## src/design/rbd_pkg.sv

```systemverilog
// ============================================================================
// rbd_pkg: shared types and constants of the run-length byte decoder
// Holds the job record passed from the front end to the back end, the token
// phase and status codes, and the default sizes.
// ============================================================================
`default_nettype none

package rbd_pkg;

    // Default sizes handed to the top level's parameters.
    localparam int BYTES_PER_RESULT_DEF = 8;
    localparam int QUEUE_DEPTH_DEF      = 2;

    // Stream header: a little-endian 64-bit target size.
    localparam logic [3:0] HDR_BYTES = 4'd8;

    // Token decoding.
    localparam logic [7:0] LIT_LIMIT = 8'd128;
    localparam logic [7:0] RUN_MASK  = 8'd127;
    localparam logic [7:0] RUN_BIAS  = 8'd4;

    // Token phase codes.
    localparam logic [1:0] PH_TOKEN   = 2'd0;
    localparam logic [1:0] PH_LITERAL = 2'd1;
    localparam logic [1:0] PH_RUN     = 2'd2;

    // Stream status codes.
    localparam logic [1:0] ST_BUSY  = 2'd0;
    localparam logic [1:0] ST_DONE  = 2'd1;
    localparam logic [1:0] ST_TRUNC = 2'd2;

    // One input word's worth of output: total bytes, of which the first
    // nval carry value and the rest are zero fill.
    typedef struct packed {
        logic [7:0] value;
        logic [7:0] nval;
        logic [7:0] total;
        logic [1:0] status;
    } rbd_job_t;

endpackage

`default_nettype wire

```

## src/design/rbd_front.sv

```systemverilog
// ============================================================================
// rbd_front: header and token parser
// Tracks the header, the token phase and the bytes still owed to the target,
// and turns each accepted input word into one job for the back end.
// ============================================================================
`default_nettype none

module rbd_front (
    input  wire logic             clk,
    input  wire logic             rst_n,
    input  wire logic             in_valid,
    output logic                  in_ready,
    input  wire logic [7:0]       in_byte,
    input  wire logic             last,
    input  wire logic             queue_full,
    output logic                  push,
    output rbd_pkg::rbd_job_t     push_job
);

    logic [3:0]  hdr_idx_reg, hdr_idx_next;
    logic [63:0] left_reg, left_next;
    logic [1:0]  phase_reg, phase_next;
    logic [7:0]  remain_reg, remain_next;
    logic        finished_reg, finished_next;

    logic [63:0] left_hdr;
    logic [7:0]  n_val;
    logic [7:0]  n_fill;
    logic [7:0]  rem_dec;
    logic [8:0]  total;
    logic [7:0]  emit;
    logic [7:0]  nval;

    assign in_ready = !queue_full;
    assign push     = in_valid && in_ready;

    always_comb
    begin
        hdr_idx_next  = hdr_idx_reg;
        phase_next    = phase_reg;
        remain_next   = remain_reg;
        finished_next = finished_reg;
        left_hdr      = left_reg;
        left_next     = left_reg;
        n_val         = 8'd0;
        n_fill        = 8'd0;
        rem_dec       = 8'd0;
        total         = 9'd0;
        emit          = 8'd0;
        nval          = 8'd0;

        if (!finished_reg)
        begin
            if (hdr_idx_reg < rbd_pkg::HDR_BYTES)
            begin
                left_hdr = left_reg | ({56'd0, in_byte} << {hdr_idx_reg[2:0], 3'b000});
                hdr_idx_next = last ? rbd_pkg::HDR_BYTES : hdr_idx_reg + 4'd1;
            end
            else
            begin
                unique case (phase_reg)
                    rbd_pkg::PH_LITERAL:
                    begin
                        n_val = 8'd1;
                        rem_dec = (remain_reg != 8'd0) ? remain_reg - 8'd1 : 8'd0;
                        remain_next = rem_dec;
                        if (rem_dec == 8'd0)
                        begin
                            phase_next = rbd_pkg::PH_TOKEN;
                        end
                    end
                    rbd_pkg::PH_RUN:
                    begin
                        n_val = remain_reg;
                        remain_next = 8'd0;
                        phase_next = rbd_pkg::PH_TOKEN;
                    end
                    default:
                    begin
                        if (in_byte < rbd_pkg::LIT_LIMIT)
                        begin
                            phase_next = rbd_pkg::PH_LITERAL;
                            remain_next = in_byte + 8'd1;
                        end
                        else
                        begin
                            phase_next = rbd_pkg::PH_RUN;
                            remain_next = (in_byte & rbd_pkg::RUN_MASK) + rbd_pkg::RUN_BIAS;
                        end
                    end
                endcase
            end

            if (hdr_idx_next >= rbd_pkg::HDR_BYTES)
            begin
                // End of stream: an open literal or run is padded with zeros.
                if (last)
                begin
                    if (phase_next == rbd_pkg::PH_LITERAL || phase_next == rbd_pkg::PH_RUN)
                    begin
                        n_fill = remain_next;
                    end
                    phase_next = rbd_pkg::PH_TOKEN;
                    remain_next = 8'd0;
                end
                total = {1'b0, n_val} + {1'b0, n_fill};
                // Clip to the bytes still owed to the target.
                if (left_hdr[63:9] == 55'd0 && left_hdr[8:0] < total)
                begin
                    emit = left_hdr[7:0];
                end
                else
                begin
                    emit = total[7:0];
                end
                nval = (n_val < emit) ? n_val : emit;
                left_next = left_hdr - {56'd0, emit};
                if (left_next == 64'd0 || last)
                begin
                    finished_next = 1'b1;
                    phase_next = rbd_pkg::PH_TOKEN;
                    remain_next = 8'd0;
                end
            end
            else
            begin
                left_next = left_hdr;
            end
        end
    end

    always_comb
    begin
        push_job.value = in_byte;
        push_job.nval = nval;
        push_job.total = emit;
        if (!finished_next)
        begin
            push_job.status = rbd_pkg::ST_BUSY;
        end
        else if (left_next == 64'd0)
        begin
            push_job.status = rbd_pkg::ST_DONE;
        end
        else
        begin
            push_job.status = rbd_pkg::ST_TRUNC;
        end
    end

    always_ff @(posedge clk or negedge rst_n)
    begin
        if (!rst_n)
        begin
            hdr_idx_reg  <= 4'd0;
            left_reg     <= 64'd0;
            phase_reg    <= rbd_pkg::PH_TOKEN;
            remain_reg   <= 8'd0;
            finished_reg <= 1'b0;
        end
        else if (push)
        begin
            hdr_idx_reg  <= hdr_idx_next;
            left_reg     <= left_next;
            phase_reg    <= phase_next;
            remain_reg   <= remain_next;
            finished_reg <= finished_next;
        end
    end

`ifndef SYNTHESIS
    // Once the target is met or the stream has ended, the parser stays done.
    a_finished_sticky: assert property (@(posedge clk) disable iff (!rst_n)
        finished_reg |=> finished_reg)
        else $error("front end left the finished state");
`endif

endmodule

`default_nettype wire

```

## src/design/rbd_queue.sv

```systemverilog
// ============================================================================
// rbd_queue: job queue between the parser and the packer
// A small first-in first-out buffer of job records held in flip-flops.
// ============================================================================
`default_nettype none

module rbd_queue #(
    parameter int DEPTH = rbd_pkg::QUEUE_DEPTH_DEF
) (
    input  wire logic              clk,
    input  wire logic              rst_n,
    input  wire logic              push,
    input  wire rbd_pkg::rbd_job_t push_job,
    output logic                   full,
    input  wire logic              pop,
    output logic                   pop_valid,
    output rbd_pkg::rbd_job_t      pop_job
);

    localparam int PW = (DEPTH > 1) ? $clog2(DEPTH) : 1;
    localparam int CW = $clog2(DEPTH + 1);
    localparam logic [PW-1:0] LAST_PTR = PW'(DEPTH - 1);
    localparam logic [CW-1:0] FULL_CNT = CW'(DEPTH);

    rbd_pkg::rbd_job_t entry_reg [DEPTH];
    logic [PW-1:0] wr_ptr_reg, wr_ptr_next;
    logic [PW-1:0] rd_ptr_reg, rd_ptr_next;
    logic [CW-1:0] count_reg, count_next;

    assign full      = (count_reg == FULL_CNT);
    assign pop_valid = (count_reg != '0);
    assign pop_job   = entry_reg[rd_ptr_reg];

    always_comb
    begin
        wr_ptr_next = wr_ptr_reg;
        rd_ptr_next = rd_ptr_reg;
        count_next  = count_reg;
        if (push)
        begin
            wr_ptr_next = (wr_ptr_reg == LAST_PTR) ? '0 : wr_ptr_reg + 1'b1;
        end
        if (pop)
        begin
            rd_ptr_next = (rd_ptr_reg == LAST_PTR) ? '0 : rd_ptr_reg + 1'b1;
        end
        if (push && !pop)
        begin
            count_next = count_reg + 1'b1;
        end
        else if (pop && !push)
        begin
            count_next = count_reg - 1'b1;
        end
    end

    always_ff @(posedge clk or negedge rst_n)
    begin
        if (!rst_n)
        begin
            wr_ptr_reg <= '0;
            rd_ptr_reg <= '0;
            count_reg  <= '0;
        end
        else
        begin
            wr_ptr_reg <= wr_ptr_next;
            rd_ptr_reg <= rd_ptr_next;
            count_reg  <= count_next;
        end
    end

    always_ff @(posedge clk)
    begin
        if (push)
        begin
            entry_reg[wr_ptr_reg] <= push_job;
        end
    end

`ifndef SYNTHESIS
    // The parser is throttled by full, so a write never lands on a full queue.
    a_no_overflow: assert property (@(posedge clk) disable iff (!rst_n)
        full |-> !push)
        else $error("job queue written while full");
`endif

endmodule

`default_nettype wire

```

## src/design/rbd_back.sv

```systemverilog
// ============================================================================
// rbd_back: output packer
// Expands one job into result words of up to BYTES_PER_RESULT bytes each,
// one word per cycle while out_ready allows, into a registered output stage.
// ============================================================================
`default_nettype none

module rbd_back #(
    parameter int BYTES_PER_RESULT = rbd_pkg::BYTES_PER_RESULT_DEF
) (
    input  wire logic              clk,
    input  wire logic              rst_n,
    input  wire logic              job_valid,
    input  wire rbd_pkg::rbd_job_t job,
    output logic                   job_pop,
    output logic                   out_valid,
    input  wire logic              out_ready,
    output logic [63:0]            out_bytes,
    output logic [3:0]             out_count,
    output logic                   end_of_burst,
    output logic [1:0]             status
);

    localparam logic [7:0] BPR8 = 8'(BYTES_PER_RESULT);

    logic              cur_valid_reg;
    rbd_pkg::rbd_job_t cur_job_reg;
    logic [7:0]        pos_reg;
    logic              out_valid_reg;
    logic [63:0]       out_bytes_reg, out_bytes_next;
    logic [3:0]        out_count_reg;
    logic              eob_reg;
    logic [1:0]        status_reg;

    logic       slot_free;
    logic       produce;
    logic [7:0] left_bytes;
    logic       last_piece;
    logic [7:0] cnt8;

    assign slot_free  = !out_valid_reg || out_ready;
    assign produce    = cur_valid_reg && slot_free;
    assign left_bytes = cur_job_reg.total - pos_reg;
    assign last_piece = (left_bytes <= BPR8);
    assign cnt8       = last_piece ? left_bytes : BPR8;
    assign job_pop    = job_valid && (!cur_valid_reg || (produce && last_piece));

    // Lane j holds the value while the running byte index is below nval,
    // zero fill after that, and nothing beyond the word's count.
    always_comb
    begin
        logic [8:0] lane_idx;
        lane_idx = 9'd0;
        out_bytes_next = 64'd0;
        for (int j = 0; j < 8; j++)
        begin
            lane_idx = {1'b0, pos_reg} + 9'(j);
            if (j < BYTES_PER_RESULT && 8'(j) < cnt8
                && lane_idx < {1'b0, cur_job_reg.nval})
            begin
                out_bytes_next[8*j +: 8] = cur_job_reg.value;
            end
        end
    end

    always_ff @(posedge clk or negedge rst_n)
    begin
        if (!rst_n)
        begin
            cur_valid_reg <= 1'b0;
            pos_reg       <= 8'd0;
            out_valid_reg <= 1'b0;
        end
        else
        begin
            if (produce)
            begin
                out_valid_reg <= 1'b1;
            end
            else if (out_ready)
            begin
                out_valid_reg <= 1'b0;
            end

            if (job_pop)
            begin
                cur_valid_reg <= 1'b1;
                pos_reg       <= 8'd0;
            end
            else if (produce && last_piece)
            begin
                cur_valid_reg <= 1'b0;
            end
            else if (produce)
            begin
                pos_reg <= pos_reg + BPR8;
            end
        end
    end

    always_ff @(posedge clk)
    begin
        if (job_pop)
        begin
            cur_job_reg <= job;
        end
        if (produce)
        begin
            out_bytes_reg <= out_bytes_next;
            out_count_reg <= cnt8[3:0];
            eob_reg       <= last_piece;
            status_reg    <= cur_job_reg.status;
        end
    end

    assign out_valid    = out_valid_reg;
    assign out_bytes    = out_bytes_reg;
    assign out_count    = out_count_reg;
    assign end_of_burst = eob_reg;
    assign status       = status_reg;

`ifndef SYNTHESIS
    a_pos_in_job: assert property (@(posedge clk) disable iff (!rst_n)
        cur_valid_reg |-> (pos_reg <= cur_job_reg.total))
        else $error("packer position ran past the job length");

    a_count_bound: assert property (@(posedge clk) disable iff (!rst_n)
        out_valid_reg |-> ({4'd0, out_count_reg} <= BPR8))
        else $error("result word holds more bytes than allowed");

    a_empty_is_last: assert property (@(posedge clk) disable iff (!rst_n)
        (out_valid_reg && out_count_reg == 4'd0) |-> eob_reg)
        else $error("empty result word not marked as end of burst");
`endif

endmodule

`default_nettype wire

```

## src/design/rle_byte_decoder_unit.sv

```systemverilog
// ============================================================================
// rle_byte_decoder_unit: streaming run-length byte decoder
// Parses a size header and literal/run tokens and packs the decoded bytes
// into result words of up to BYTES_PER_RESULT bytes.
// ============================================================================
// Usage:
//   The input channel (in_valid/in_ready, in_byte, last) takes one compressed
//   byte per word: eight little-endian size bytes first, then tokens; last
//   marks the final byte. The output channel (out_valid/out_ready) carries
//   out_bytes (first byte in bits 7:0), out_count, end_of_burst and status.
//   Every input word yields one or more result words; the last one of them
//   has end_of_burst set, and a word that decodes to nothing yields one empty
//   result word. Bytes beyond the target size are dropped.
//   The parser takes one input word per cycle while its job queue
//   (QUEUE_DEPTH entries) has room. The packer emits one result word per
//   cycle while the receiver is ready; each input word yields
//   ceil(n / BYTES_PER_RESULT) result words (at least one), n being the
//   bytes it decodes to (up to 131); long runs therefore back-pressure
//   the input through the queue.
//   Reset clears the header, token and size state and empties the queue and
//   the output register. When the receiver stalls, the output register holds
//   its word, the packer waits, and the queue fills before in_ready drops.
// ============================================================================
`default_nettype none

module rle_byte_decoder_unit #(
    parameter int BYTES_PER_RESULT = rbd_pkg::BYTES_PER_RESULT_DEF,
    parameter int QUEUE_DEPTH      = rbd_pkg::QUEUE_DEPTH_DEF
) (
    input  wire logic        clk,
    input  wire logic        rst_n,
    input  wire logic        in_valid,
    output logic             in_ready,
    input  wire logic [7:0]  in_byte,
    input  wire logic        last,
    output logic             out_valid,
    input  wire logic        out_ready,
    output logic [63:0]      out_bytes,
    output logic [3:0]       out_count,
    output logic             end_of_burst,
    output logic [1:0]       status
);

    // Jobs travel from the parser to the packer through the queue.
    logic              push;
    rbd_pkg::rbd_job_t push_job;
    logic              queue_full;
    logic              pop;
    logic              pop_valid;
    rbd_pkg::rbd_job_t pop_job;

    rbd_front u_front (
        .clk        (clk),
        .rst_n      (rst_n),
        .in_valid   (in_valid),
        .in_ready   (in_ready),
        .in_byte    (in_byte),
        .last       (last),
        .queue_full (queue_full),
        .push       (push),
        .push_job   (push_job)
    );

    rbd_queue #(
        .DEPTH (QUEUE_DEPTH)
    ) u_queue (
        .clk       (clk),
        .rst_n     (rst_n),
        .push      (push),
        .push_job  (push_job),
        .full      (queue_full),
        .pop       (pop),
        .pop_valid (pop_valid),
        .pop_job   (pop_job)
    );

    rbd_back #(
        .BYTES_PER_RESULT (BYTES_PER_RESULT)
    ) u_back (
        .clk          (clk),
        .rst_n        (rst_n),
        .job_valid    (pop_valid),
        .job          (pop_job),
        .job_pop      (pop),
        .out_valid    (out_valid),
        .out_ready    (out_ready),
        .out_bytes    (out_bytes),
        .out_count    (out_count),
        .end_of_burst (end_of_burst),
        .status       (status)
    );

endmodule

`default_nettype wire

```

## config.mk

```make
export PLATFORM = sky130hd
export DESIGN_NAME = rle_byte_decoder_unit
export DESIGN_NICKNAME = d
export VERILOG_FILES = /design/src/design/rbd_pkg.sv /design/src/design/rbd_front.sv /design/src/design/rbd_queue.sv /design/src/design/rbd_back.sv /design/src/design/rle_byte_decoder_unit.sv
export SDC_FILE = /design/constraint.sdc
export NUM_CORES = 1
export LEC_CHECK = 0
export BUFFER_PORTS_ARGS = -buffer_cell sky130_fd_sc_hd__buf_2
export CORE_AREA = 5 5 193 195
export DETAILED_ROUTE_END_ITERATION = 10
export DIE_AREA = 0 0 198 200
export GPL_ROUTABILITY_DRIVEN = 0
export GPL_TIMING_DRIVEN = 0
export MAX_ROUTING_LAYER = met4
export SYNTH_ARGS = -nofsm -noshare
export SYNTH_HDL_FRONTEND = slang
export SYNTH_SLANG_ARGS = --single-unit
```

## constraint.sdc

```tcl
create_clock -name clk -period 17.9 [get_ports clk]
set_input_delay 0 -clock clk [delete_from_list [all_inputs] [get_ports clk]]
set_output_delay 0 -clock clk [all_outputs]
set_load 0.01 [all_outputs]
```

# After elaboration in Yosys (flattened, before gate mapping)
# Memories as Yosys holds them, arrays and structs flattened. A register that Yosys moved wholly into a read port is not among the register bits.
# Index checks and enable logic that the tools add are counted.
[totals]
ff_bits = 164
latchBits = 0
ramBits = 52
mem_bits_ro = 0
inputBits = 13
wordCells = 165
n_memories = 1
[classes]
add_sub_neg = 19
mul = 0
div_mod_pow = 0
magnitude_cmp = 22
n_eq_ne = 6
n_shift = 1
n_mux = 56
bitwise = 2
reduce_logical = 36
[mem_list]
columns = ["name", "words", "word_bits", "read_ports", "rd_clocked_by_memory_dff", "wr", "line", "source"]
rows = [
  ["u_queue.entry_reg", 2, 26, 1, 1, 1, "rbd_queue.sv:25", "rbd_pkg::rbd_job_t entry_reg [DEPTH];"],
]
[ops]
columns = ["cell", "count"]
rows = [
  ["64-bit 2-to-1 mux", 4],
  ["8-bit 2-to-1 mux", 24],
  ["64-bit zero test", 2],
  ["64-bit bitwise OR", 1],
  ["8-bit by 6-bit << shifter with 64-bit output", 1],
  ["64-bit by 8-bit subtractor with 64-bit output", 1],
  ["9-bit by 8-bit < comparator with 1-bit output", 7],
  ["55-bit zero test", 1],
  ["8-bit by 3-bit adder with 9-bit output, second input constant", 4],
  ["3-bit by 8-bit < comparator with 1-bit output, first input constant", 4],
  ["8-bit one-hot mux with 2 select lines", 2],
  ["2-bit 2-to-1 mux", 11],
  ["8-bit by 2-bit adder with 9-bit output, second input constant", 2],
  ["1-bit by 8-bit < comparator with 1-bit output, first input constant", 2],
  ["2-bit by 8-bit < comparator with 1-bit output, first input constant", 2],
  ["8-bit < comparator", 2],
  ["1-bit logical AND", 15],
  ["4-bit 2-to-1 mux", 3],
  ["1-bit 2-to-1 mux", 11],
  ["2-bit nonzero test", 5],
  ["8-bit by 1-bit adder with 9-bit output, second input constant", 1],
  ["8-bit by 8-bit adder with 9-bit output", 1],
  ["9-bit < comparator", 1],
  ["7-bit by 3-bit adder with 8-bit output, second input constant", 1],
  ["other kinds (22)", 34],
]

# Depth between registers and ports, before layout
[logic_depth]
word_depth = 26
ltp_mapped = 44
ltp_nobuf = 40

# Modules after synthesis
# A second synthesis with hierarchy kept.
[hier_totals]
cells_unflattened = 1736
hier_area_um2 = 16343.2
[modules_own_cells]
columns = ["module", "instances", "cells_each", "area_each_um2", "seq_area_each_um2"]
rows = [
  ["rbd_front", 1, 1302, 9567.9, 1976.9],
  ["rbd_back", 1, 337, 4609.4, 3088.0],
  ["rbd_queue", 1, 97, 2165.8, 1661.6],
]

# Worst setup path after synthesis
# Ideal clock, no wire load.
[synth_timing]
path_kind = "flip-flop to flip-flop"
start = "register u_front.remain_reg[0]"
end = "memory u_queue.entry_reg[0][1] (netlist name) (data pin)"
t_arrival_ns = 7.719
required_ns = 17.642
setup_slack_ns = 9.923
stages_incl_launch_ff = 41
period_less_slack_ns = 7.977
path_cell_list = "dfrtp_1 nor3_1 nand2_1 nor3_1 mux2i_1 o41ai_1 a21oi_1 o21ai_1 nor2_1 ha_1 fa_1 a211oi_1 o31ai_1 a21oi_1 nor2_1 nor2_1 ha_1 inv_1 (+5 left out) clkbuf_1 nor3_1 a21oi_1 inv_1 ha_1 maj3_1 o21ai_0 a31o_2 o311ai_0 and2_1 o211ai_1 nor2_1 xor2_1 nor2_1 or4_1 nor4_1 o2111a_1 nor2_1"
[synth_lines]
columns = ["item", "line", "source"]
rows = [
  ["start: declaration", "rbd_front.sv:23", "logic [7:0] remain_reg, remain_next;"],
  ["start signal: assignment", "rbd_front.sv:166", "remain_reg <= remain_next;"],
  ["end: declaration", "rbd_queue.sv:25", ""],
]

# Final worst setup path
[layout_timing]
start = "register u_front.remain_reg[0]"
end = "register u_front.phase_reg[1]"
[layout_via]
elab_chain_len = 24
elab_cells_between_ends = 32
classes_between = "3 x add/sub; 1 x order compare; 2 x eq/ne; 20 x mux; 6 x reduce/logical"
[layout_lines]
columns = ["item", "line", "source"]
rows = [
  ["8-bit by 1-bit subtractor with 8-bit output or 8-bit nonzero test (tied branches)", "rbd_front.sv:65", "rem_dec = (remain_reg != 8'd0) ? remain_reg - 8'd1 : 8'd0;"],
  ["8-bit 2-to-1 mux", "rbd_front.sv:65", ""],
  ["8-bit zero test", "rbd_front.sv:67", "if (rem_dec == 8'd0)"],
  ["2-bit 2-to-1 mux", "rbd_front.sv:67", ""],
  ["2-bit one-hot mux with 2 select lines", "rbd_front.sv:61", "unique case (phase_reg)"],
  ["2-bit 2-to-1 mux", "rbd_front.sv:54", "if (hdr_idx_reg < rbd_pkg::HDR_BYTES)"],
  ["2-bit 2-to-1 mux", "rbd_front.sv:52", "if (!finished_reg)"],
  ["2-bit by 1-bit equality test with 1-bit output or 2-bit equality test (tied branches)", "rbd_front.sv:99", "if (phase_next == rbd_pkg::PH_LITERAL || phase_next == rbd_pkg::PH_RUN)"],
  ["(+8 left out)", "-", ""],
  ["8-bit 2-to-1 mux", "rbd_front.sv:108", "if (left_hdr[63:9] == 55'd0 && left_hdr[8:0] < total)"],
  ["8-bit 2-to-1 mux", "rbd_front.sv:94", "if (hdr_idx_next >= rbd_pkg::HDR_BYTES)"],
  ["8-bit 2-to-1 mux", "rbd_front.sv:52", ""],
  ["64-bit by 8-bit subtractor with 64-bit output", "rbd_front.sv:117", "left_next = left_hdr - {56'd0, emit};"],
  ["64-bit zero test", "rbd_front.sv:118", "if (left_next == 64'd0 || last)"],
  ["1-bit logical OR", "rbd_front.sv:118", ""],
  ["2-bit 2-to-1 mux", "rbd_front.sv:118", ""],
  ["2-bit 2-to-1 mux *", "rbd_front.sv:94", ""],
  ["end signal: assignment", "rbd_front.sv:157", "phase_reg <= rbd_pkg::PH_TOKEN;"],
  ["end signal: assignment", "rbd_front.sv:165", "phase_reg <= phase_next;"],
  ["end: declaration", "rbd_front.sv:22", "logic [1:0] phase_reg, phase_next;"],
]
# Mark *: on every way between the ends. The rest lies on a longest branch, timed or not. The select of a mux whose other input is x is not followed.
# A chain may end at the register's enable or synchronous reset.

==> qor.yml <==
outcome:
  outcome: "complete, but fails checks"
  violations: "capacitance limit"
logic_synthesis:
  synth_top_area_cell: "edfxtp_1"
  syn_area_per_cell_sq_um: 9.32
  synth-main-ff-cell: "edfxtp_1"
  synth_area_leaders: "edfxtp_1 (29%), dfrtp_1 (14%), nand2_1 (4.8%)"
  synth_top_family_by_area: "simple AND/OR/NAND/NOR gates"
  synth-simple-area-share_pct: 24.1
  synth_fa_ha_area_share_pct: 4.04
  synth_top_area_share_pct: 28.5
  synth_nets: 1740
  syn_area_sq_um: 15700
  ys_ff_latch: 239
  netlist_instances: 1681
  synth_xor_area_share_pct: 6.57
  synth_async_sr_flop_share_pct: 37.7
  yosys.cell_types.count: 94
  ys_seq_area_share_pct: 42.9
  synthMuxAreaShare_pct: 3.09
  synth_compound_gate_area_share_pct: 15.9
  yosysWarningCount: 0
  synth_enable_flop_cells: 149
setup_path:
  reg2reg_depth: 40
  r2r_start: "u_front.remain_reg[0]$_DFFE_PN0P_"
  reg2reg_to: "u_front.phase_reg[1]$_DFFE_PN0P_"
  end_kind: "flip-flop"
  slowest_delay_ps: 1220
  start_kind: "flip-flop"
  r2r_setup_slack_ps: 6250
  crit_type: "reg2reg"
  critPathSlowestCell: "a2111oi_0"
  endpoint: "u_front.phase_reg[1]$_DFFE_PN0P_"
  critPathArrivalTime_ps: 12100
  cp.required_ps: 18340
  cp-startpoint: "u_front.remain_reg[0]$_DFFE_PN0P_"
  cp_max_fo: 11
sta:
  fin_crit_sh_pct: 65.1
  setup-tns-final_ps: 0
  skew_ps: 21.3
  setup_viol: 0
  rsz0062_at_grt: "false"
  finalCriticalPeriod_ps: 11650
  final_hold_viol_count: 0
  tightest_slew_ps: 1430
  slew_violations: 0
  whs_ps: 201
  slew_headroom_pct: 2.09
  fmax_mhz: 85.8
finish:
  area_growth_pct: 14.4
  final_common_cell: "nand2_1"
  layout_common_cells: "nand2_1 (200), edfxtp_1 (149), nor2_1 (128), a21oi_1 (105), o21ai_0 (100)"
  nets: 1873
  drive_above_1_share_pct: 12.5
  fin_cells: 2299
clock_tree:
  clkTransAtPathRegs_ps: 60
  cts_setup_buffers: 0
  clkLatencyLatePin_ps: 570
  cts_tree: "built"
  numCtsBuffers: 28
  root_buffer: "clkbuf_16"
  htree_levels: 1
  clkSinkCount: 239
  clockBufferDepth: 3
drt:
  drc_errors: 0
  first_pass_iters: 6
  drtAntennaViolNets: 0
  drtIter0Drc: 1810
  via_count: 14438
  wl_per_cell_um: 23.7
  wl_um: 54500
  vias_per_cell: 6.28
power_and_ir_drop:
  p_per_area_nw_per_um2: 176
  peakVddDrop_v: 0.000115
  p_leak_nw: 7.01
  p_total_mw: 3.16
floorplanning:
  die_width_um: 198
  die_area_sq_um: 39600
  num_rows: 69
  start_util_pct: 44.5
  core-area_sq_um: 35200
  chipHeight_um: 200
  io_pins: 86
grt:
  antenna_found_initial: 2
  grt_pass1_vias: 13923
  grt_overflow: 0
  grt_pass1_wl_um: 82900
  track_usage_pct: 27.8
  grt_max_degree: 73
place:
  io_buffers: 85
  dp.cells: 2230
  dp_hpwl_um: 41000
flow_run:
  maxCapViolations: 1
hold_path:
  hp-class: "in2reg"
[metrics by stage]
step / setup slack, ps / utilization [%] / instance area, sq um
2_1_floorplan: 9920 / - / 15700
3_3_place_gp: 6870 / 47.3 / 16700
3_5_place_dp: 6890 / 47.6 / 16800
4_1_cts: 6820 / 50.9 / 17900
5_1_grt: 5880 / 50.9 / 17900
6_report: 6250 / 50.9 / 17900
[area by class of cell]
class	instances	area (sq um)
inverters	48	180
clock inverters	12	155
well taps	461	577
fillers	3326	17300
multi-input cells	1317	8450
repair buffers	103	658
plain buffers	77	332
clock buffers	40	838
flip-flops and latches	239	6730
diodes	2	5.00
[critical path: cells and delay by family, from the launching register on]
family | cells | cell delay [ps]
AOI/OAI and AO/OA | 13 | 4670
buffers and inverters | 6 | 1300
and+or+nand+nor | 15 | 3560
muxes | 1 | 140
DFF | 1 | 430
adders and majority gates | 5 | 1410
[worst min path at each step]
stage | start | endpoint | slack [ps] | cells after the start
CTS | in_byte[6] | u_queue.entry_reg[0][24]$_DFFE_PP_ | 180 | 2
global route | in_byte[6] | u_queue.entry_reg[0][24]$_DFFE_PP_ | 220 | 2
floorplan | rst_n | u_back.cur_valid_reg$_DFFE_PN0P_ | -300 | 0
finish | in_byte[6] | u_queue.entry_reg[0][24]$_DFFE_PP_ | 200 | 2
detailed placement | rst_n | u_front.left_reg[28]$_DFFE_PN0P_ | 50 | 1
global placement | in_byte[6] | u_queue.entry_reg[0][24]$_DFFE_PP_ | 200 | 1
[report_power, final]
part | total (mW) | leakage, nW | switching, mW | internal (mW)
logic | 1.68 | 3.92 | 1.10 | 0.579
registers | 0.871 | 2.61 | 0.109 | 0.762
clock network | 0.608 | 0.483 | 0.238 | 0.370
total | 3.16 | 7.01 | 1.45 | 1.71
[kinds of logic (layout without fill, tap and decap cells)]
family,after synthesis,count (layout)
AOI/OAI and AO/OA,385,385
xor gates and xnor gates,116,116
adders and majority gates,51,51
buffers and inverters,125,280
DFF,239,239
muxes,44,44
other,2,4
and+or+nand+nor,719,719
[routing by layer]
layer	GRT usage (%)	share of wire, %	vias up	routed length (um)
li1	-	-	6432	-
met1	34.7	39	6804	21200
met2	41.1	42	930	22900
met3	8.43	13	272	6900
met4	14.1	6.3	0	3450
met5	-	0	-	0
[synth_stat cells, drive strengths merged, types with 10 or more instances]
| library cell | n |
|---|---|
| nand2 | 200 |
| edfxtp | 149 |
| nor2 | 130 |
| a21oi | 107 |
| o21ai | 105 |
| and2 | 91 |
| dfrtp | 90 |
| clkbuf | 59 |
| xor2 | 59 |
| xnor2 | 56 |
| nand3 | 48 |
| inv | 47 |
| ha | 45 |
| nor3 | 40 |
| nand4 | 38 |
| mux2 | 35 |
| nor4 | 29 |
| a31oi | 21 |
| nand2b | 21 |
| or3 | 19 |
| buf | 18 |
| nor2b | 18 |
| o31ai | 17 |
| and3 | 16 |
| a21o | 15 |
| o211ai | 14 |
| a211oi | 12 |
| nor4b | 11 |
| or4 | 11 |
| a22o | 10 |
[what timing repair did]
item	in CTS	in global routing
endpoints found under the hold margin	112	0
gates resized for setup	0	0
hold buffers	14	0
endpoints found under the setup margin	0	0
(Power assumes the default switching activity.)
